**src/vmdt_pkg.sv**
```systemverilog
// ----------------------------------------------------------------------------
// vmdt_pkg
// Types, constants and helpers shared by the vibration motor duty controller.
// ----------------------------------------------------------------------------
package vmdt_pkg;

  localparam int unsigned DutyW      = 8;
  localparam int unsigned TimeW      = 24;
  localparam int unsigned ElapsedW   = 16;
  localparam int unsigned PctW       = 7;
  localparam int unsigned CntW       = 4;
  localparam int unsigned ChannelsMax = 2;
  localparam int unsigned ChanW      = 1;
  localparam int unsigned CfgIdxW    = 3;
  localparam int unsigned CfgDataW   = 8;

  localparam int unsigned DefChannels    = 2;
  localparam int unsigned DefResendTimes = 3;

  // floor(x / 100) == (x * 5243) >> 19 for x below 2^15
  localparam int unsigned Recip      = 5243;
  localparam int unsigned RecipShift = 19;
  localparam int unsigned KW         = 20;
  localparam int unsigned ProdW      = DutyW + KW;
  localparam int unsigned QuotW      = ProdW - RecipShift;

  localparam logic [PctW-1:0]  PctReset  = PctW'(100);
  localparam logic [DutyW-1:0] DutyMax   = '1;

  localparam logic OpSet  = 1'b0;
  localparam logic OpTick = 1'b1;

  localparam logic [CfgIdxW-1:0] RegEnable   = 3'd0;
  localparam logic [CfgIdxW-1:0] RegPercent0 = 3'd1;
  localparam logic [CfgIdxW-1:0] RegMinDuty0 = 3'd2;
  localparam logic [CfgIdxW-1:0] RegPercent1 = 3'd3;
  localparam logic [CfgIdxW-1:0] RegMinDuty1 = 3'd4;

  typedef struct packed {
    logic                op;
    logic [ChanW-1:0]    channel;
    logic [DutyW-1:0]    duty;
    logic [TimeW-1:0]    run_ms;
    logic [ElapsedW-1:0] elapsed_ms;
  } vmdt_in_t;

  typedef struct packed {
    logic [DutyW-1:0] duty_out_0;
    logic [DutyW-1:0] duty_out_1;
    logic             update_strobe;
  } vmdt_out_t;

  typedef struct packed {
    logic [KW-1:0]    scale_k;
    logic [DutyW-1:0] min_duty;
  } vmdt_chan_cfg_t;

  function automatic logic [KW-1:0] pct_to_k(logic [PctW-1:0] pct);
    return KW'(pct) * KW'(Recip);
  endfunction

endpackage

```
**src/vibration_motor_duty_timeout.sv**
```systemverilog
// ----------------------------------------------------------------------------
// vibration_motor_duty_timeout
// Vibration motor duty controller with per-channel run timeout.
// ----------------------------------------------------------------------------
// Each request is a set command or a millisecond tick and yields exactly one
// result with both applied duties and the update strobe. A request is taken
// into an input register, worked out against the channel state and written
// to the result register, so one request is accepted every clock while the
// result register is free or its result is taken. While a finished result
// waits downstream the input register holds one further request; after that
// the input is stalled until the result is taken.
// Configuration writes take effect at once and must be made while idle.
module vibration_motor_duty_timeout import vmdt_pkg::*; #(
  parameter int unsigned CHANNELS     = DefChannels,
  parameter int unsigned RESEND_TIMES = DefResendTimes
) (
  input  logic                clk_i,
  input  logic                rst_ni,
  input  logic                in_valid_i,
  output logic                in_stall_o,
  input  vmdt_in_t            in_data_i,
  output logic                out_valid_o,
  input  logic                out_stall_i,
  output vmdt_out_t           out_data_o,
  input  logic                cfg_we_i,
  input  logic [CfgIdxW-1:0]  cfg_idx_i,
  input  logic [CfgDataW-1:0] cfg_wdata_i
);

  localparam logic [CntW-1:0] ResendLoad = CntW'(RESEND_TIMES);

  logic                 enable_q;
  logic [KW-1:0]        scale_k_q [ChannelsMax];
  logic [DutyW-1:0]     min_duty_q [ChannelsMax];

  logic                 s1_valid_q;
  vmdt_in_t             s1_item_q;
  logic                 out_valid_q;
  vmdt_out_t            out_data_q, out_data_d;
  logic [CntW-1:0]      cnt_q, cnt_d, cnt_eff;

  logic                 out_free;
  logic                 advance;
  logic                 accept;
  logic                 reload_any;
  logic [DutyW-1:0]     chan_duty [ChannelsMax];
  logic [ChannelsMax-1:0] chan_reload;

  // configuration
  always_ff @(posedge clk_i or negedge rst_ni) begin
    if (!rst_ni) begin
      enable_q <= 1'b1;
      for (int i = 0; i < ChannelsMax; i++) begin
        scale_k_q[i]  <= pct_to_k(PctReset);
        min_duty_q[i] <= '0;
      end
    end else if (cfg_we_i) begin
      unique case (cfg_idx_i)
        RegEnable:   enable_q      <= cfg_wdata_i[0];
        RegPercent0: scale_k_q[0]  <= pct_to_k(cfg_wdata_i[PctW-1:0]);
        RegMinDuty0: min_duty_q[0] <= cfg_wdata_i;
        RegPercent1: scale_k_q[1]  <= pct_to_k(cfg_wdata_i[PctW-1:0]);
        RegMinDuty1: min_duty_q[1] <= cfg_wdata_i;
        default: ;
      endcase
    end
  end

  // handshake
  assign out_free   = !out_valid_q || !out_stall_i;
  assign advance    = s1_valid_q && out_free;
  assign in_stall_o = s1_valid_q && !out_free;
  assign accept     = in_valid_i && !in_stall_o;

  always_ff @(posedge clk_i or negedge rst_ni) begin
    if (!rst_ni) begin
      s1_valid_q <= 1'b0;
    end else if (accept) begin
      s1_valid_q <= 1'b1;
    end else if (advance) begin
      s1_valid_q <= 1'b0;
    end
  end

  always_ff @(posedge clk_i) begin
    if (accept) begin
      s1_item_q <= in_data_i;
    end
  end

  // channels
  for (genvar g = 0; g < ChannelsMax; g++) begin : g_chan
    if (g < CHANNELS) begin : g_used
      vmdt_chan_cfg_t ccfg;
      assign ccfg.scale_k  = scale_k_q[g];
      assign ccfg.min_duty = min_duty_q[g];

      vmdt_chan #(
        .Idx(g)
      ) u_chan (
        .clk_i    (clk_i),
        .rst_ni   (rst_ni),
        .fire_i   (advance),
        .item_i   (s1_item_q),
        .enable_i (enable_q),
        .cfg_i    (ccfg),
        .duty_d_o (chan_duty[g]),
        .reload_o (chan_reload[g])
      );
    end else begin : g_unused
      assign chan_duty[g]   = '0;
      assign chan_reload[g] = 1'b0;
    end
  end

  // resend counter and result
  assign reload_any = |chan_reload;

  always_comb begin
    cnt_eff = reload_any ? ResendLoad : cnt_q;
    cnt_d   = cnt_eff;
    out_data_d.duty_out_0    = chan_duty[0];
    out_data_d.duty_out_1    = chan_duty[1];
    out_data_d.update_strobe = 1'b0;
    if (s1_item_q.op == OpTick && cnt_eff != '0) begin
      out_data_d.update_strobe = 1'b1;
      cnt_d = cnt_eff - CntW'(1);
    end
  end

  always_ff @(posedge clk_i or negedge rst_ni) begin
    if (!rst_ni) begin
      cnt_q       <= '0;
      out_valid_q <= 1'b0;
    end else begin
      if (advance) begin
        cnt_q <= cnt_d;
      end
      if (advance) begin
        out_valid_q <= 1'b1;
      end else if (!out_stall_i) begin
        out_valid_q <= 1'b0;
      end
    end
  end

  always_ff @(posedge clk_i) begin
    if (advance) begin
      out_data_q <= out_data_d;
    end
  end

  assign out_valid_o = out_valid_q;
  assign out_data_o  = out_data_q;

endmodule

```
**src/vmdt_chan.sv**
```systemverilog
// ----------------------------------------------------------------------------
// vmdt_chan
// One motor channel: duty scaling, duty and timeout state, expiry on ticks.
// ----------------------------------------------------------------------------
module vmdt_chan import vmdt_pkg::*; #(
  parameter int unsigned Idx = 0
) (
  input  logic                 clk_i,
  input  logic                 rst_ni,
  input  logic                 fire_i,
  input  vmdt_in_t             item_i,
  input  logic                 enable_i,
  input  vmdt_chan_cfg_t       cfg_i,
  output logic [DutyW-1:0]     duty_d_o,
  output logic                 reload_o
);

  localparam logic [ChanW-1:0] ChanIdx = ChanW'(Idx);

  logic [DutyW-1:0]    duty_q, duty_d;
  logic [TimeW-1:0]    time_q, time_d;
  logic [DutyW-1:0]    raw;
  logic [ProdW-1:0]    prod;
  logic [QuotW-1:0]    quot;
  logic [DutyW-1:0]    sat;
  logic [DutyW-1:0]    new_duty;
  logic [TimeW-1:0]    dt;
  logic [TimeW-1:0]    rem;

  always_comb begin
    raw  = enable_i ? item_i.duty : '0;
    prod = ProdW'(raw) * ProdW'(cfg_i.scale_k);
    quot = prod[ProdW-1:RecipShift];
    sat  = (quot > QuotW'(DutyMax)) ? DutyMax : quot[DutyW-1:0];
    if (raw == '0 || cfg_i.scale_k == '0) begin
      new_duty = '0;
    end else if (sat < cfg_i.min_duty) begin
      new_duty = cfg_i.min_duty;
    end else begin
      new_duty = sat;
    end
  end

  always_comb begin
    dt       = TimeW'(item_i.elapsed_ms);
    rem      = time_q - dt;
    duty_d   = duty_q;
    time_d   = time_q;
    reload_o = 1'b0;
    if (item_i.op == OpSet) begin
      if (item_i.channel == ChanIdx) begin
        time_d = item_i.run_ms;
        if (duty_q != '0 || new_duty != '0) begin
          duty_d   = new_duty;
          reload_o = 1'b1;
        end
      end
    end else if (time_q > dt) begin
      if (rem < dt) begin
        time_d   = '0;
        duty_d   = '0;
        reload_o = 1'b1;
      end else begin
        time_d = rem;
      end
    end
  end

  assign duty_d_o = duty_d;

  always_ff @(posedge clk_i or negedge rst_ni) begin
    if (!rst_ni) begin
      duty_q <= '0;
      time_q <= '0;
    end else if (fire_i) begin
      duty_q <= duty_d;
      time_q <= time_d;
    end
  end

endmodule
```
**config.mk**
```make
export PLATFORM = sky130hd
export DESIGN_NAME = vibration_motor_duty_timeout
export DESIGN_NICKNAME = d
export VERILOG_FILES = /design/src/vmdt_pkg.sv /design/src/vibration_motor_duty_timeout.sv /design/src/vmdt_chan.sv
export SDC_FILE = /design/constraint.sdc
export NUM_CORES = 1
export LEC_CHECK = 0
export BUFFER_PORTS_ARGS = -buffer_cell sky130_fd_sc_hd__buf_4
export CAP_MARGIN = 20
export CELL_PAD_IN_SITES_DETAIL_PLACEMENT = 0
export CELL_PAD_IN_SITES_GLOBAL_PLACEMENT = 1
export CORE_MARGIN = 1
export CORE_UTILIZATION = 50
export DETAILED_ROUTE_END_ITERATION = 6
export PLACE_DENSITY = 0.82
export SYNTH_ARGS = -nofsm -noshare
export SYNTH_HDL_FRONTEND = slang
export SYNTH_SLANG_ARGS = --single-unit
```
**constraint.sdc**
```tcl
create_clock -name clk_i -period 9.6 [get_ports clk_i]
set_input_delay 0.96 -clock clk_i [delete_from_list [all_inputs] [get_ports clk_i]]
set_output_delay 0.96 -clock clk_i [all_outputs]
set_load 0.1 [all_outputs]
```
Yosys cells after proc, flatten, opt, wreduce, memory -nomap -nowiden:

Index checks and enable logic that the tools add are counted.

* $add $sub $neg: 3
* multiply operators: 3
* magnitude comparators: 8
* equal/unequal tests: 8
* mux-type cells: 42
* reduce and logical (&&, ||, !) cells: 32

Operators by type and width (number)
* 24-bit 2-to-1 mux: 8
* 8-bit 2-to-1 mux: 17
* 8-bit by 20-bit multiplier with 28-bit output: 2
* 24-bit by 16-bit greater-than comparator with 1-bit output: 2
* 24-bit by 16-bit < comparator with 1-bit output: 2
* 24-bit by 16-bit subtractor with 24-bit output: 2
* 20-bit logical NOT: 2
* 8-bit nonzero test: 4
* 7-bit by 13-bit multiplier with 20-bit output, second input constant: 1
* 9-bit by 8-bit greater-than comparator with 1-bit output, second input constant: 2
* 8-bit < comparator: 2
* 1-bit 2-to-1 mux: 15
* 2-bit AND reduction: 5
* 8-bit logical NOT: 1
* 4-bit 2-to-1 mux: 2
* 2-bit by 1-bit != test with 1-bit output, second input constant: 4
* 3-bit by 2-bit equality test with 1-bit output, second input constant: 2
* 3-bit AND reduction: 2
* 1-bit logical OR: 5
* 1-bit logical AND: 4
* 1-bit logical NOT: 4
* 2-bit nonzero test: 2
* 4-bit nonzero test: 1
* 4-bit by 1-bit subtractor with 4-bit output, second input constant: 1
* 4 further kinds: 4

* bits in registers: 194
* bits of input ports: 66
* output and inout port bits: 19
* word-level logic and storage cells: 116

Longest topological paths before layout:

* word-level depth: 17
* mapped depth: 35
* gate-level depth less buffers: 30

Hierarchy:

From an unflattened synthesis, not the netlist that was laid out.

* cell total of the unflattened synthesis: 2532
* area total of the unflattened synthesis: 23192.2 um^2

By module, submodules not included
* vmdt_chan (g_chan[0].g_used.u_chan): times used 1, cells each 1058, area an instance 8615.8 um^2, sequential area each 800.8 um^2
* vmdt_chan (g_chan[1].g_used.u_chan): times used 1, cells each 986, area an instance 8314.2 um^2, sequential area each 800.8 um^2
* vibration_motor_duty_timeout: times used 1, cells each 488, area an instance 6262.3 um^2, sequential area each 3597.2 um^2

Worst setup path before layout:

No wires, ideal clock.

* path kind: register to register
* start: register enable_q
* end: register out_data_q, in the netlist out_data_o[12], data pin
* setup time: 254 ps
* arrival time: 7626 ps
* data required time: 9346 ps
* path slack: 1720 ps
* cell stages (with the launch flop): 34
* buffers on the path: 5
* clock period less this slack: 7880 ps
* path through: dfstp_2 > buf_6 > clkbuf_1 > and2_1 > clkbuf_1 > nand2_1 > fa_1 > inv_1 > fa_1 > fa_1 > inv_1 > fa_1 > inv_1 > ha_1 > buf_2 > nand2_1 > o21ai_1 > nor2_1 > nor3_1 > o22ai_2 > xnor2_2 > nand2b_1 > ha_1 > a21oi_1 > o21ai_0 > a2111oi_0 > and2_1 > a31o_1 > buf_4 > a41oi_2 > a211oi_4 > nand2b_1 > nor3_1 > a21o_1

RTL lines
* start: declaration: line vibration_motor_duty_timeout.sv:32 `logic enable_q;`
* start signal: assignment: line vibration_motor_duty_timeout.sv:59 `RegEnable: enable_q <= cfg_wdata_i[0];`
* end signal: assignment: line vibration_motor_duty_timeout.sv:149 `out_data_q <= out_data_d;`
* end: declaration: line vibration_motor_duty_timeout.sv:39 `vmdt_out_t out_data_q, out_data_d;`

Worst setup path in the final report:

* start: register enable_q
* end: register g_chan[1].g_used.u_chan.duty_q[1]

* cells in the longest elaborated chain, start to end: 12
* elaborated cells between the ends (all ways): 14
* classes of those cells: 1 x mul; 2 x order compare; 7 x mux; 4 x reduce/logical

Ends and longest elaborated chain
* 8-bit 2-to-1 mux *: line vmdt_chan.sv:31 `raw = enable_i ? item_i.duty : '0;`
* 8-bit by 20-bit multiplier with 28-bit output: line vmdt_chan.sv:32 `prod = ProdW'(raw) * ProdW'(cfg_i.scale_k);`
* 9-bit by 8-bit greater-than comparator with 1-bit output: line vmdt_chan.sv:34 `sat = (quot > QuotW'(DutyMax)) ? DutyMax : quot[DutyW-1:0];`
* 8-bit 2-to-1 mux: line vmdt_chan.sv:34
* 8-bit < comparator: line vmdt_chan.sv:37 `end else if (sat < cfg_i.min_duty) begin`
* 8-bit 2-to-1 mux: line vmdt_chan.sv:37
* 8-bit 2-to-1 mux *: line vmdt_chan.sv:35 `if (raw == '0 || cfg_i.scale_k == '0) begin`
* 8-bit nonzero test: line vmdt_chan.sv:53 `if (duty_q != '0 || new_duty != '0) begin`
* 1-bit logical OR: line vmdt_chan.sv:53
* 8-bit 2-to-1 mux *: line vmdt_chan.sv:53
* 8-bit 2-to-1 mux *: line vmdt_chan.sv:51 `if (item_i.channel == ChanIdx) begin`
* 8-bit 2-to-1 mux *: line vmdt_chan.sv:50 `if (item_i.op == OpSet) begin`
* end signal: assignment: line vmdt_chan.sv:76 `duty_q <= duty_d;`
* end: declaration: line vmdt_chan.sv:20 `logic [DutyW-1:0] duty_q, duty_d;`

Every way passes the cells marked *; elsewhere a longest branch is shown, timed or not.
A chain may end at the register's enable or synchronous reset.

==> impl_metrics.json <==
{
  "slew_viol_final": 0,
  "io_pins": 85,
  "fin_util_pct": 55.16,
  "cpPeakStageDelay_ps": 890,
  "die_y_um": 212.8,
  "core.rowCount": 76,
  "worst_pin_slew_ps": 1165,
  "synth_edf_count": 67,
  "fillers": 3947,
  "grt_antenna_before_repair": 0,
  "p_leak_nw": 12.21,
  "min_period_ps": 8956,
  "numPortBuffers": 84,
  "finalSetupViolCount": 0,
  "maxCapViolations": 0,
  "via_count": 17680,
  "status": "complete, no violations",
  "ys_types": 93,
  "rsz0062_at_grt": "no",
  "design_area_um2": 23970,
  "die_area_um2": 45280,
  "drt-total-wl_mm": 60.49,
  "hold_path_class": "register to register",
  "r2r_slack_ps": 640,
  "drive_gt1_share_pct": 8.945,
  "synth_flop_cell": "dfrtp_1",
  "overflow": 0,
  "grt_pass1_vias": 18140,
  "syn_inst": 2405,
  "tritoncts": "built",
  "first_pass_iters": 5,
  "crit_slowest_cell": "dfstp_4",
  "synth_largest_area_cell": "fa_1",
  "synth.yosys.seq_area_share_pct": 23.40,
  "syn2layout_area_growth_pct": 7.901,
  "worstPathMaxFanout": 50,
  "synth_area_um2": 22220,
  "ant_nets": 0,
  "holdWs_ps": 492.9,
  "relSlewSlack_pct": 21.32,
  "dpl.hpwl_mm": 46.29,
  "fin_skew_ps": 15.35,
  "hold_viol": 0,
  "path_clk_slew_ps": 80,
  "clk_latency_ps": 470,
  "avgViaCountPerCell": 5.872,
  "ys_warn_count": 0,
  "max-vdd-ir-drop_mv": 0.1602,
  "critical_path_class": "register to register",
  "drt_iter0_drc": 1143,
  "place.gp.congestion": 0.8791,
  "synth.avg_cell_area_um2": 9.238,
  "track_usage_pct": 28.00,
  "fin_ws_ps": 643.7,
  "numCtsBuffers": 17,
  "synth_seq_cells": 194,
  "grt_first_pass_wirelength_mm": 97.61,
  "grt_start_max_net_pins": 99,
  "max_freq_ghz": 0.1117,
  "cts_num_sinks": 194,
  "timing.final.crit_share_pct": 93.29,
  "async_flop_share_pct": 65.46,
  "root_buffer": "clkbuf_16",
  "fin_nets": 2933,
  "n_antenna_cell": 0,
  "dp_slack_ps": 371.4,
  "startpoint_type": "register",
  "powerDensity_nw_per_um2": 276.5,
  "synthTopCellsByArea": "fa_1, dfrtp_1, ha_1, edfxtp_1, and3_1",
  "core_um2": 43460,
  "yosysMostFrequentCell": "inv_1",
  "dp.cells": 2978,
  "ys_top_cells_by_count": "inv_1, and3_1, nand2_1",
  "fin_cells": 3011,
  "dpl_cell_area_um2": 23320,
  "drc": 0,
  "timing.setup.tns_ps": 0,
  "arrival_ps": 9310,
  "die_x_um": 212.8,
  "cp.required_ps": 9950,
  "clockBufferDepth": 2,
  "initial_core_util_pct": 51.12,
  "syn-num-nets": 2925,
  "synth_top_area_share_pct": 21.00,
  "htree_levels": 4,
  "power_mw": 6.627,
  "crit_top_cell": "fa_1",
  "crit_path_end_kind": "register",
  "routedWlPerCell_um": 20.09
}
==> layout make-up <==
cell class                 count  area [µm²]  area share [%]
clock buffer                  19       442.9           1.848
multi-input combinational   1764       15350           64.02
tap                          585       732.0           3.053
timing repair buffer         114       872.1           3.638
clock inverter                13       166.4          0.6942
inverter                     322        1209           5.042
sequential                   194        5202           21.70
==> path summary, 6_finish.rpt <==
path                                                 endpoint  cells past startpoint                              start
max                         g_chan[1].g_used.u_chan.duty_q[1]                     28                           enable_q
min                         g_chan[1].g_used.u_chan.time_q[8]                      2  g_chan[1].g_used.u_chan.time_q[8]
max reg2reg                 g_chan[1].g_used.u_chan.duty_q[1]                     28                           enable_q
min reg2reg                 g_chan[1].g_used.u_chan.time_q[8]                      2  g_chan[1].g_used.u_chan.time_q[8]
max in group asynchronous  g_chan[1].g_used.u_chan.time_q[23]                      2                             rst_ni
min in group asynchronous  g_chan[0].g_used.u_chan.time_q[10]                      1                             rst_ni
==> power breakdown <==
group          internal (mW)  switching (mW)  total (mW)
Combinational           1.77            2.61        4.38
Sequential              1.10           0.388        1.49
Clock                  0.380           0.374       0.753
==> placed cells by master, fill, tap and decap left out, types with 24 or more instances in the layout <==
master	count
fa_1	233
edfxtp_1	67
o21ai_0	128
and3_1	236
ha_1	221
nor3_1	39
xnor2_1	36
nand3_1	24
buf_4	112
nand2_1	236
inv_1	321
dfrtp_1	120
nor2_1	89
nor4_1	24
a22oi_1	24
a21oi_1	91
==> what timing repair did <==
| action | 4_1_cts | 5_1_grt |
|---|---|---|
| hold endpoints to repair | 0 | 0 |
| gates resized for setup | 0 | 4 |
| buffers inserted | 0 | 1 |
| hold buffers | 0 | 0 |
| setup endpoints to repair | 0 | 36 |
==> state kept, by name (all words and copies together) (netlist names) <==
name                         cells
out_valid_o                      1
s1_valid_q                       1
s1_item_q                       50
g_chan.g_used.ccfg              56
g_chan.g_used.u_chan.time_q     48
out_data_o                      17
cnt_q                            4
enable_q                         1
g_chan.g_used.u_chan.duty_q     16
==> worst max-delay path, delay by kind of cell, from the launching register on <==
| family | cells | cell delay (ps) |
|---|---|---|
| DFF | 1 | 890 |
| buffers and inverters | 3 | 470 |
| and+or+nand+nor | 9 | 2240 |
| adders and majority gates | 6 | 2540 |
| AOI/OAI and AO/OA | 10 | 2710 |
==> cells by family after synthesis <==
logic type,synth area share (%)
AND/OR/NAND/NOR,17.62
AO/OA/AOI/OAI,13.88
adder cells (fa/ha/maj),33.44
buffers and inverters,7.637
flip-flops,23.40
XOR/XNOR,2.399
multiplexers,1.616
==> layer usage <==
metal / share of wire [%] / wire, µm / vias to the layer above / GRT usage (%)
met5: 0 / 0 / - / 0
met4: 2.7 / 1647 / 0 / 9.005
met3: 5.0 / 3049 / 86 / 3.515
met2: 48 / 29110 / 503 / 47.12
met1: 44 / 26690 / 8793 / 37.47
li1: - / - / 8298 / -
Power figures use the tool's default switching activity.
